## src/rtl/brbd_pkg.sv

```systemverilog
// brbd_pkg: shared types and constants of the byte ring buffer deque
`timescale 1ns / 1ps
`default_nettype none
package brbd_pkg;

  localparam int unsigned DEPTH_DEF = 256;
  localparam int unsigned CAP_W     = 9;
  localparam int unsigned BYTE_W    = 8;
  localparam int unsigned OP_W      = 3;

  localparam logic [CAP_W-1:0] CAP_RESET = 9'd256;

  typedef enum logic [OP_W-1:0] {
    OP_PUSH   = 3'd0,
    OP_PULL   = 3'd1,
    OP_POP    = 3'd2,
    OP_FLUSH  = 3'd3,
    OP_STATUS = 3'd4
  } op_t;

endpackage
`default_nettype wire

```

## src/rtl/byte_ring_buffer_deque.sv

```systemverilog
// byte_ring_buffer_deque: circular byte buffer with push, pull, pop, flush and status
//
// usage
//   input channel in_valid / in_stall carries in_opcode and in_data_in; an item is taken at
//   an edge with in_valid high and in_stall low
//   result channel out_valid / out_stall carries ok, the removed byte, count, free space and
//   the empty and full flags after the operation
//   cfg_wr_en / cfg_wr_data set the capacity (0 acts as 1, above DEPTH acts as DEPTH) and
//   flush the buffer; write only while no result is outstanding
// timing
//   the result of an item appears one cycle after it is taken, from the output register and
//   the registered read port of the byte memory
//   one item per cycle is sustained while the receiver takes results; pointer update and
//   memory write or read all happen at the edge that takes the item
// reset and stall
//   reset empties the buffer (head and tail at zero) and sets the capacity to 256; memory
//   contents are not cleared, so no clearing pass is needed
//   while a result waits under out_stall, in_stall is raised and the result holds
`timescale 1ns / 1ps
`default_nettype none
module byte_ring_buffer_deque #(
  parameter int unsigned DEPTH = brbd_pkg::DEPTH_DEF
) (
  input  wire logic                        clk,
  input  wire logic                        rst_n,
  input  wire logic                        in_valid,
  output logic                             in_stall,
  input  wire logic [brbd_pkg::OP_W-1:0]   in_opcode,
  input  wire logic [brbd_pkg::BYTE_W-1:0] in_data_in,
  output logic                             out_valid,
  input  wire logic                        out_stall,
  output logic                             out_ok,
  output logic      [brbd_pkg::BYTE_W-1:0] out_data_out,
  output logic      [brbd_pkg::CAP_W-1:0]  out_count,
  output logic      [brbd_pkg::CAP_W-1:0]  out_free_space,
  output logic                             out_is_empty,
  output logic                             out_is_full,
  input  wire logic                        cfg_wr_en,
  input  wire logic [brbd_pkg::CAP_W-1:0]  cfg_wr_data
);

  localparam int unsigned AW    = $clog2(DEPTH);
  localparam int unsigned CW    = (AW + 1 > brbd_pkg::CAP_W) ? AW + 1 : brbd_pkg::CAP_W;
  localparam logic [CW-1:0] DEPTH_C = CW'(DEPTH);

  logic [brbd_pkg::CAP_W-1:0] capacity_r;
  logic [AW-1:0]              head_r, head_nxt;
  logic [AW-1:0]              tail_r, tail_nxt;
  logic                       empty_r, empty_nxt;

  logic                       out_valid_r;
  logic                       ok_r, ok_nxt;
  logic                       rd_taken_r;
  logic [brbd_pkg::CAP_W-1:0] count_r, count_nxt;
  logic [brbd_pkg::CAP_W-1:0] free_r, free_nxt;
  logic                       is_empty_r;
  logic                       is_full_r, full_nxt;

  logic [CW-1:0]               cap_u;
  logic [CW-1:0]               cap_ext;
  logic [CW-1:0]               head_inc, tail_inc;
  logic [CW-1:0]               cnt_w;
  logic                        full_now;
  logic                        accept;
  logic                        wr_en, rd_en;
  logic [AW-1:0]               rd_addr;
  logic [brbd_pkg::BYTE_W-1:0] rd_data_r;

  // capacity in use and wrap of the indices
  always_comb begin
    cap_ext = CW'(capacity_r);
    if (capacity_r == '0) begin
      cap_u = CW'(1);
    end else if (cap_ext > DEPTH_C) begin
      cap_u = DEPTH_C;
    end else begin
      cap_u = cap_ext;
    end
  end

  assign head_inc = CW'(head_r) + CW'(1);
  assign tail_inc = CW'(tail_r) + CW'(1);
  assign full_now = !empty_r && (head_r == tail_r);
  assign accept   = in_valid && !in_stall;
  assign in_stall = out_valid_r && out_stall;

  always_comb begin
    head_nxt = head_r;
    tail_nxt = tail_r;
    empty_nxt = empty_r;
    ok_nxt = 1'b0;
    wr_en = 1'b0;
    rd_en = 1'b0;
    rd_addr = head_r;
    unique case (in_opcode)
      brbd_pkg::OP_PUSH: begin
        if (!full_now) begin
          if (empty_r) begin
            head_nxt = tail_r;
          end
          empty_nxt = 1'b0;
          tail_nxt = (tail_inc >= cap_u) ? '0 : tail_inc[AW-1:0];
          wr_en = accept;
          ok_nxt = 1'b1;
        end
      end
      brbd_pkg::OP_PULL: begin
        if (!empty_r) begin
          head_nxt = (head_inc >= cap_u) ? '0 : head_inc[AW-1:0];
          empty_nxt = (head_nxt == tail_r);
          rd_en = accept;
          rd_addr = head_r;
          ok_nxt = 1'b1;
        end
      end
      brbd_pkg::OP_POP: begin
        if (!empty_r) begin
          tail_nxt = (tail_r == '0) ? AW'(cap_u - CW'(1)) : tail_r - AW'(1);
          empty_nxt = (head_r == tail_nxt);
          rd_en = accept;
          rd_addr = tail_nxt;
          ok_nxt = 1'b1;
        end
      end
      brbd_pkg::OP_FLUSH: begin
        head_nxt = '0;
        tail_nxt = '0;
        empty_nxt = 1'b1;
      end
      default: begin
      end
    endcase
  end

  // status after the operation
  always_comb begin
    full_nxt = !empty_nxt && (head_nxt == tail_nxt);
    if (empty_nxt) begin
      cnt_w = '0;
    end else if (head_nxt == tail_nxt) begin
      cnt_w = cap_u;
    end else if (head_nxt < tail_nxt) begin
      cnt_w = CW'(tail_nxt) - CW'(head_nxt);
    end else begin
      cnt_w = cap_u - (CW'(head_nxt) - CW'(tail_nxt));
    end
    count_nxt = cnt_w[brbd_pkg::CAP_W-1:0];
    free_nxt = brbd_pkg::CAP_W'(cap_u - cnt_w);
  end

  always_ff @(posedge clk) begin
    if (!rst_n) begin
      capacity_r <= brbd_pkg::CAP_RESET;
      head_r <= '0;
      tail_r <= '0;
      empty_r <= 1'b1;
    end else if (cfg_wr_en) begin
      capacity_r <= cfg_wr_data;
      head_r <= '0;
      tail_r <= '0;
      empty_r <= 1'b1;
    end else if (accept) begin
      head_r <= head_nxt;
      tail_r <= tail_nxt;
      empty_r <= empty_nxt;
    end
  end

  always_ff @(posedge clk) begin
    if (!rst_n) begin
      out_valid_r <= 1'b0;
    end else if (accept) begin
      out_valid_r <= 1'b1;
    end else if (!out_stall) begin
      out_valid_r <= 1'b0;
    end
  end

  always_ff @(posedge clk) begin
    if (accept) begin
      ok_r <= ok_nxt;
      rd_taken_r <= rd_en;
      count_r <= count_nxt;
      free_r <= free_nxt;
      is_empty_r <= empty_nxt;
      is_full_r <= full_nxt;
    end
  end

  brbd_ram #(
    .DEPTH (DEPTH),
    .AW    (AW)
  ) u_ram (
    .clk       (clk),
    .wr_en     (wr_en),
    .wr_addr   (tail_r),
    .wr_data   (in_data_in),
    .rd_en     (rd_en),
    .rd_addr   (rd_addr),
    .rd_data_r (rd_data_r)
  );

  // only a pull or pop that took a byte drives the data
  assign out_valid      = out_valid_r;
  assign out_ok         = ok_r;
  assign out_data_out   = rd_taken_r ? rd_data_r : '0;
  assign out_count      = count_r;
  assign out_free_space = free_r;
  assign out_is_empty   = is_empty_r;
  assign out_is_full    = is_full_r;

`ifndef NO_ASSERTIONS
  a_idx_below_cap: assert property (@(posedge clk) disable iff (!rst_n)
    (CW'(head_r) < cap_u) && (CW'(tail_r) < cap_u))
    else $error("ring index beyond capacity in use");

  a_accept_gives_result: assert property (@(posedge clk) disable iff (!rst_n)
    accept |=> out_valid_r)
    else $error("taken item left no result");

  a_no_overwrite: assert property (@(posedge clk) disable iff (!rst_n)
    (out_valid_r && out_stall) |-> !accept)
    else $error("item taken while result waits");

  a_empty_full_excl: assert property (@(posedge clk) disable iff (!rst_n)
    out_valid_r |-> !(is_empty_r && is_full_r))
    else $error("result both empty and full");

  a_empty_count: assert property (@(posedge clk) disable iff (!rst_n)
    out_valid_r |-> (is_empty_r == (count_r == '0)))
    else $error("empty flag disagrees with count");
`endif

endmodule
`default_nettype wire

```

## src/rtl/brbd_ram.sv

```systemverilog
// brbd_ram: byte storage with one write port and one registered read port
`timescale 1ns / 1ps
`default_nettype none
module brbd_ram #(
  parameter int unsigned DEPTH = brbd_pkg::DEPTH_DEF,
  parameter int unsigned AW    = $clog2(DEPTH)
) (
  input  wire logic                        clk,
  input  wire logic                        wr_en,
  input  wire logic [AW-1:0]               wr_addr,
  input  wire logic [brbd_pkg::BYTE_W-1:0] wr_data,
  input  wire logic                        rd_en,
  input  wire logic [AW-1:0]               rd_addr,
  output logic      [brbd_pkg::BYTE_W-1:0] rd_data_r
);

  logic [brbd_pkg::BYTE_W-1:0] mem [DEPTH];

  always_ff @(posedge clk) begin
    if (wr_en) begin
      mem[wr_addr] <= wr_data;
    end
  end

  always_ff @(posedge clk) begin
    if (rd_en) begin
      rd_data_r <= mem[rd_addr];
    end
  end

endmodule
`default_nettype wire

```

## config.mk

```make
export PLATFORM = sky130hd
export DESIGN_NAME = byte_ring_buffer_deque
export DESIGN_NICKNAME = d
export VERILOG_FILES = /design/src/rtl/brbd_pkg.sv /design/src/rtl/byte_ring_buffer_deque.sv /design/src/rtl/brbd_ram.sv
export SDC_FILE = /design/constraint.sdc
export NUM_CORES = 2
export LEC_CHECK = 0
export BUFFER_PORTS_ARGS = -buffer_cell sky130_fd_sc_hd__buf_2
export CAP_MARGIN = 40
export CORE_ASPECT_RATIO = 1.5
export CORE_MARGIN = 3
export CORE_UTILIZATION = 35
export DETAILED_ROUTE_END_ITERATION = 10
export PLACE_DENSITY = 0.47
export SYNTH_ARGS = -nofsm -noshare
export SYNTH_HDL_FRONTEND = slang
export SYNTH_HIERARCHICAL = 1
export SYNTH_SLANG_ARGS = --single-unit
```

## constraint.sdc

```tcl
create_clock -name clk -period 6.7 [get_ports clk]
set_input_delay 1.005 -clock clk [delete_from_list [all_inputs] [get_ports clk]]
set_output_delay 1.005 -clock clk [all_outputs]
set_load 0.005 [all_outputs]
```

* After elaboration in Yosys (flattened, before gate mapping) *
Memory sizes are Yosys's and may differ from the RTL's. A register that Yosys moved wholly into a read port is not among the register bits.
Index checks and enable logic that the tools add are counted.

word-level totals
  bits in registers = 49
  bits in writable memories = 2048
  logic and storage cells = 78
  memories = 1

memory list
  name       depth  bits a word  rd ports  clocked after Yosys merged registers in  write ports  line            source
  u_ram.mem  256    8            1         1                                        1            brbd_ram.sv:17  logic [brbd_pkg::BYTE_W-1:0] mem [DEPTH];

operators by class
  add/subtract/negate cells = 8
  $lt $le $gt $ge = 4
  equality and inequality tests = 8
  multiplexer cells = 33
  bitwise logic cells = 1
  reduce and logical (&&, ||, !) cells = 12

operator list
  operator               number
  $mux W8                11
  $pmux W8 S3            2
  $mux W9                5
  $eq A8 B8 Y1           4
  $add A8 B1 Y9 const B  2
  $ge A9 B9 Y1           2
  $sub A8 B8 Y9          2
  $sub A9 B9 Y9          2
  $sub A8 B1 Y8 const B  2
  $mux W1                13
  $gt A9 B9 Y1 const B   1
  $logic_not A9 Y1       1
  $logic_not A8 Y1       1
  $lt A8 B8 Y1           1
  $eq A3 B2 Y1 const B   2
  $logic_and A1 B1 Y1    4
  $pmux W1 S4            1
  $reduce_or A2 Y1       2
  $eq A3 B1 Y1 const B   1
  $logic_not A1 Y1       3
  $logic_not A3 Y1       1
  $ne A2 B1 Y1 const B   1
  $pmux W1 S2            1
  $not A1 Y1             1

* Longest topological paths before layout *
  word-level depth = 13
  depth in mapped cells = 35
  depth with buffers taken out = 32

* By module *
The synthesis kept the hierarchy.

by module, submodules not included
  module                  instances  cells each  area an instance (sq um)
  brbd_ram                1          3733        79636.4
  byte_ring_buffer_deque  1          660         5320.1

* Least setup slack after synthesis *
Ideal clock, no wire load.

  path kind = flip-flop to flip-flop
  start = register tail_r[0]
  end = register free_r, in the netlist out_free_space[8] (data pin)
  library setup time = 0.258 ns
  arrival time = 6.669 ns
  required time = 6.442 ns
  path slack = -0.227 ns
  cell stages (with the launch flop) = 34
  buffers on the path = 3
  period minus slack after synthesis = 6.927 ns
  cell sequence = dfxtp_1 -> clkbuf_1 -> inv_1 -> ha_1 -> nor4b_1 -> clkbuf_1 -> nand2_1 -> o21ai_0 -> ha_1 -> nor3b_1 -> o41a_1 -> o32ai_2 -> nand2_1 -> inv_1 -> a221o_1 -> a21o_1 -> ha_1 -> or3_1 -> o21ai_0 -> a21oi_1 -> a221oi_1 -> clkbuf_1 -> a211oi_1 -> a211oi_1 -> ha_1 -> inv_1 -> fa_1 -> a21o_1 -> a21oi_1 -> o21bai_1 -> a21oi_1 -> o21ai_0 -> xnor2_1 -> xnor2_1

between the ends
  elaborated cells between the ends (all ways) = 29
  classes of those cells = 6 x add/sub; 2 x order compare; 4 x eq/ne; 15 x mux; 2 x reduce/logical

RTL lines
  item                          line                           source
  from (decl)                   byte_ring_buffer_deque.sv:48   logic [AW-1:0] tail_r, tail_nxt;
  from (signal assigned)        byte_ring_buffer_deque.sv:164  tail_r <= tail_nxt;
  $add A8 B1 Y9                 byte_ring_buffer_deque.sv:82   assign tail_inc = CW'(tail_r) + CW'(1);
  $ge A9 B9 Y1                  byte_ring_buffer_deque.sv:102  tail_nxt = (tail_inc >= cap_u) ? '0 : tail_inc[AW-1:0];
  $mux W8                       byte_ring_buffer_deque.sv:102
  $mux W8                       byte_ring_buffer_deque.sv:97   if (!full_now) begin
  $pmux W8 S3 *                 byte_ring_buffer_deque.sv:95   unique case (in_opcode)
  named net tail_nxt[4]         byte_ring_buffer_deque.sv:48
  $lt A8 B8 Y1                  byte_ring_buffer_deque.sv:142  end else if (head_nxt < tail_nxt) begin
  $mux W9                       byte_ring_buffer_deque.sv:142
  $mux W9 *                     byte_ring_buffer_deque.sv:140  end else if (head_nxt == tail_nxt) begin
  $mux W9 *                     byte_ring_buffer_deque.sv:138  if (empty_nxt) begin
  named net cnt_w[0]            byte_ring_buffer_deque.sv:62   logic [CW-1:0] cnt_w;
  $sub A9 B9 Y9 *               byte_ring_buffer_deque.sv:148  free_nxt = brbd_pkg::CAP_W'(cap_u - cnt_w);
  named net free_nxt (one bit)  byte_ring_buffer_deque.sv:55   logic [brbd_pkg::CAP_W-1:0] free_r, free_nxt;
  to (signal assigned)          byte_ring_buffer_deque.sv:184  free_r <= free_nxt;
  to (decl)                     byte_ring_buffer_deque.sv:55

Mark *: on every way through the listed nets, which the timed path passes. The rest lies on a longest branch.
A chain may end at the register's enable or synchronous reset.

* Worst setup path after layout *
  start = register head_r[3]
  end = register free_r, in the netlist out_free_space[8] (data pin)

between the ends
  word-level cells in the longest chain between the ends = 11
  elaborated cells between the ends (all ways) = 26
  classes of those cells = 5 x add/sub; 2 x order compare; 4 x eq/ne; 14 x mux; 1 x reduce/logical

RTL lines
  item                          line                           source
  from (decl)                   byte_ring_buffer_deque.sv:47   logic [AW-1:0] head_r, head_nxt;
  from (signal assigned)        byte_ring_buffer_deque.sv:163  head_r <= head_nxt;
  $add A8 B1 Y9                 byte_ring_buffer_deque.sv:81   assign head_inc = CW'(head_r) + CW'(1);
  $ge A9 B9 Y1                  byte_ring_buffer_deque.sv:109  head_nxt = (head_inc >= cap_u) ? '0 : head_inc[AW-1:0];
  $mux W8                       byte_ring_buffer_deque.sv:109
  $mux W8                       byte_ring_buffer_deque.sv:108  if (!empty_r) begin
  $pmux W8 S3                   byte_ring_buffer_deque.sv:95
  $sub A8 B8 Y9                 byte_ring_buffer_deque.sv:145  cnt_w = cap_u - (CW'(head_nxt) - CW'(tail_nxt));
  $sub A9 B9 Y9                 byte_ring_buffer_deque.sv:145
  $mux W9                       byte_ring_buffer_deque.sv:142
  $mux W9                       byte_ring_buffer_deque.sv:140
  $mux W9 *                     byte_ring_buffer_deque.sv:138
  named net cnt_w[0]            byte_ring_buffer_deque.sv:62
  $sub A9 B9 Y9 *               byte_ring_buffer_deque.sv:148
  named net free_nxt (one bit)  byte_ring_buffer_deque.sv:55

Marks and branches as above.

==> impl_metrics.yaml <==
floorplanning:
  die-area_um2: 249000
  num_rows: 220
  start_util: 0.353
  ios: 56
  die_w_um: 408
  coreArea_um2: 241000
  fp.dieH_um: 609
logic_synthesis:
  yosys_register_bits: 2105
  synth_nets: 4475
  ys_types: 83
  ys_warn_count: 6
  synth_edf_count: 2078
  synth_ff_type: "edfxtp_1"
  seq_area_frac_synth: 0.741
  syn_inst: 4393
  synth_most_common_cell: "edfxtp_1"
  synthArstFlopShare: 0
  synth_area_leaders: "edfxtp_1 73%, mux4_2 12%, mux2i_1 1.7%"
  yosysTopAreaCell: "edfxtp_1"
  netlist_top_cells_count: "2078 x edfxtp_1, 454 x mux4_2, 342 x nor2_1, 143 x clkbuf_1, 143 x mux2i_1"
  syn_avg_cell_area_um2: 19.3
  syn_area_um2: 85000
  synthDominantCellAreaShare: 0.734
route:
  vias_per_cell: 5.43
  drt_iter0_drc: 4035
  ant_nets: 0
  wl_um: 249000
  vias: 44400
  drc: 0
  wire_per_inst_um: 30.5
  drt_pre_antenna_iters: 7
sta:
  drv_slew: 0
  whs_ns: 0.366
  min_period_ns: 6.22
  worst_pin_slew_ns: 1.30
  setup_viol: 0
  grt_setup_unrepaired: "false"
  max_slew_margin: 0.131
  finClkSkew_ns: 0.0675
  min_period_over_period: 0.929
  hold_violations: 0
  timing.fmax_ghz: 0.161
  totalNegativeSetupSlack_ns: 0
pwr:
  switchingPower_w: 0.00586
  max-vdd-ir-drop_uv: 211
  power.share.clock: 0.403
  intPower_w: 0.0209
  power_frac_seq: 0.542
  p_per_area_nw_per_um2: 274
  swShare: 0.219
  power_leakage_nw: 30.0
  p_comb_frac: 0.055
setup_path:
  end_kind: "flip-flop"
  rrSetupSlack_ns: 0.48
  startpoint_type: "flip-flop"
  critical_path.max_stage_delay_ns: 0.44
  cpMostUsedCell: "ha_1"
  required_ns: 7.30
  critPathMaxFanout: 5
  cp_slowest_cell: "a222oi_1"
  crit_arrival_ns: 6.83
  worstSetupPathType: "flip-flop to flip-flop"
global_route:
  met3_usage: 0.0276
  antenna_found_initial: 10
  grtUsageMet1: 0.243
  grtUsageMet2: 0.357
  grt-busiest-layer: "met2"
  grt_max_degree: 177
  grt_pass1_vias: 46200
  grt_pass1_wl_um: 353000
  overflow: 0
  grt_usage: 0.198
cells_and_area:
  drive_gt1_frac: 0.251
  fin_nets: 4881
  area_growth_pct: 14.8
  nFillCells: 21700
  ff_latch_area_um2: 62900
  multi_input_area_um2: 20500
place:
  post-dp-hpwl_um: 162000
  io_buffer_count: 55
  gp_congestion: 0.864
clock_network:
  numCtsBuffers: 203
  hold_buffers: 0
  cts_buffer_depth: 4
  worstSkewPairLatency_ns: 0.86
  cts_root_buf: "clkbuf_16"
  h-tree-depth: 4
  clock_sinks: 2105
  cts_tree: "built"
  clk_pin_slew_ns: 0.06
min_path:
  hp-class: "input port to flip-flop"
run_status:
  outcome: "finished, final reports clean"
job:
  cap_violations: 0
[worst max-delay path, delay by kind of cell, from the launching register on]
kind | cells | cell delay [ns]
simple gates | 5 | 0.86
compound gates | 13 | 2.63
buf+inv | 4 | 0.51
fa+ha+maj | 4 | 1.16
flops | 1 | 0.33
xor+xnor | 3 | 0.47
[cell families after synthesis]
kind of cell,after synthesis,synth area share
AOI/OAI and AO/OA,569,0.0476
xor gates and xnor gates,48,0.00495
adders and majority gates,57,0.00928
buffers and inverters,312,0.0208
DFF,2105,0.741
muxes,600,0.138
and+or+nand+nor,702,0.0386
[worst paths after layout]
path / from / to / cells after the start
setup / recovery: head_r[3]$_SDFFE_PP0P_ / out_free_space[8]$_DFFE_PP_ / 29
hold / removal: in_valid / out_valid$_SDFFE_PN0P_ / 2
setup reg to reg: head_r[3]$_SDFFE_PP0P_ / out_free_space[8]$_DFFE_PP_ / 29
hold reg to reg: cap_ext[0]$_SDFFE_PN0P_ / cap_ext[0]$_SDFFE_PN0P_ / 2
[layer usage]
layer,wire [µm],share of wire
met1,95900,0.38
met2,132000,0.53
met3,12300,0.049
met4,9530,0.038
met5,12,0.000048
[power groups by stage]
| stage | combinational [W] | sequential, W | clock (W) |
|---|---|---|---|
| floorplan | 0.000745 | 0.0148 | 0 |
| global placement | 0.00148 | 0.0148 | 0 |
| detailed placement | 0.00150 | 0.0148 | 0 |
| CTS | 0.00150 | 0.0145 | 0.0111 |
| global route | 0.00158 | 0.0145 | 0.0115 |
| finish | 0.00148 | 0.0145 | 0.0108 |
[repair_timing]
item / CTS / global route
endpoints found under the setup margin: 0 / 4
setup buffers: 0 / 3
gates resized for setup: 0 / 13
[stage by stage]
step	setup WS [ns]	std cells	utilization	instance area (µm²)	total power [W]
6_report	0.478	8168	0.405	97600	0.0268
4_1_cts	0.119	8160	0.405	97500	0.0271
2_1_floorplan	0.0451	4393	-	85000	0.0155
5_1_grt	0.00203	8166	0.405	97500	0.0276
3_3_place_gp	0.0474	7741	0.378	90800	0.0163
3_5_place_dp	0.163	7808	0.380	91500	0.0163
[layout make-up]
class	count	area share
Antenna cell	3	0.0000770
Clock buffer	258	0.0553
Clock inverter	94	0.00611
Inverter	39	0.00150
Multi-Input combinational cell	1976	0.210
Sequential cell	2105	0.645
Tap cell	3219	0.0413
Timing Repair Buffer	474	0.0409
[layout by cell type, fill, tap and decap left out, types with 10 or more instances in the layout]
cell	instances
xor2_1	20
ha_1	47
nor2_1	338
a211oi_1	32
clkinv_2	27
dfxtp_1	27
nand4_1	15
o21ai_0	33
buf_12	30
o22ai_1	29
edfxtp_1	2078
o211ai_1	16
nor2b_1	45
nand3_1	42
buf_8	13
mux4_2	454
clkbuf_16	208
clkbuf_1	50
nand2_1	92
fa_1	10
a22o_1	13
o221ai_1	46
buf_2	50
a21oi_1	129
nand2b_1	21
nor3_1	34
mux2i_1	143
clkinv_1	51
nor4_1	22
inv_1	38
xnor2_1	28
and2_1	16
a22oi_1	136
a21o_1	18
a221oi_1	16
buf_4	377
[flip-flops by register name (all words and copies together), names as in the netlist]
signal,flops
out_free_space,9
out_ok,1
empty_r,1
cap_ext,9
out_valid,1
rd_taken_r,1
head_r,8
u_ram/mem,2048
tail_r,8
out_is_empty,1
out_count,9
u_ram/rd_data_r,8
out_is_full,1
(Power assumes the default switching activity.)
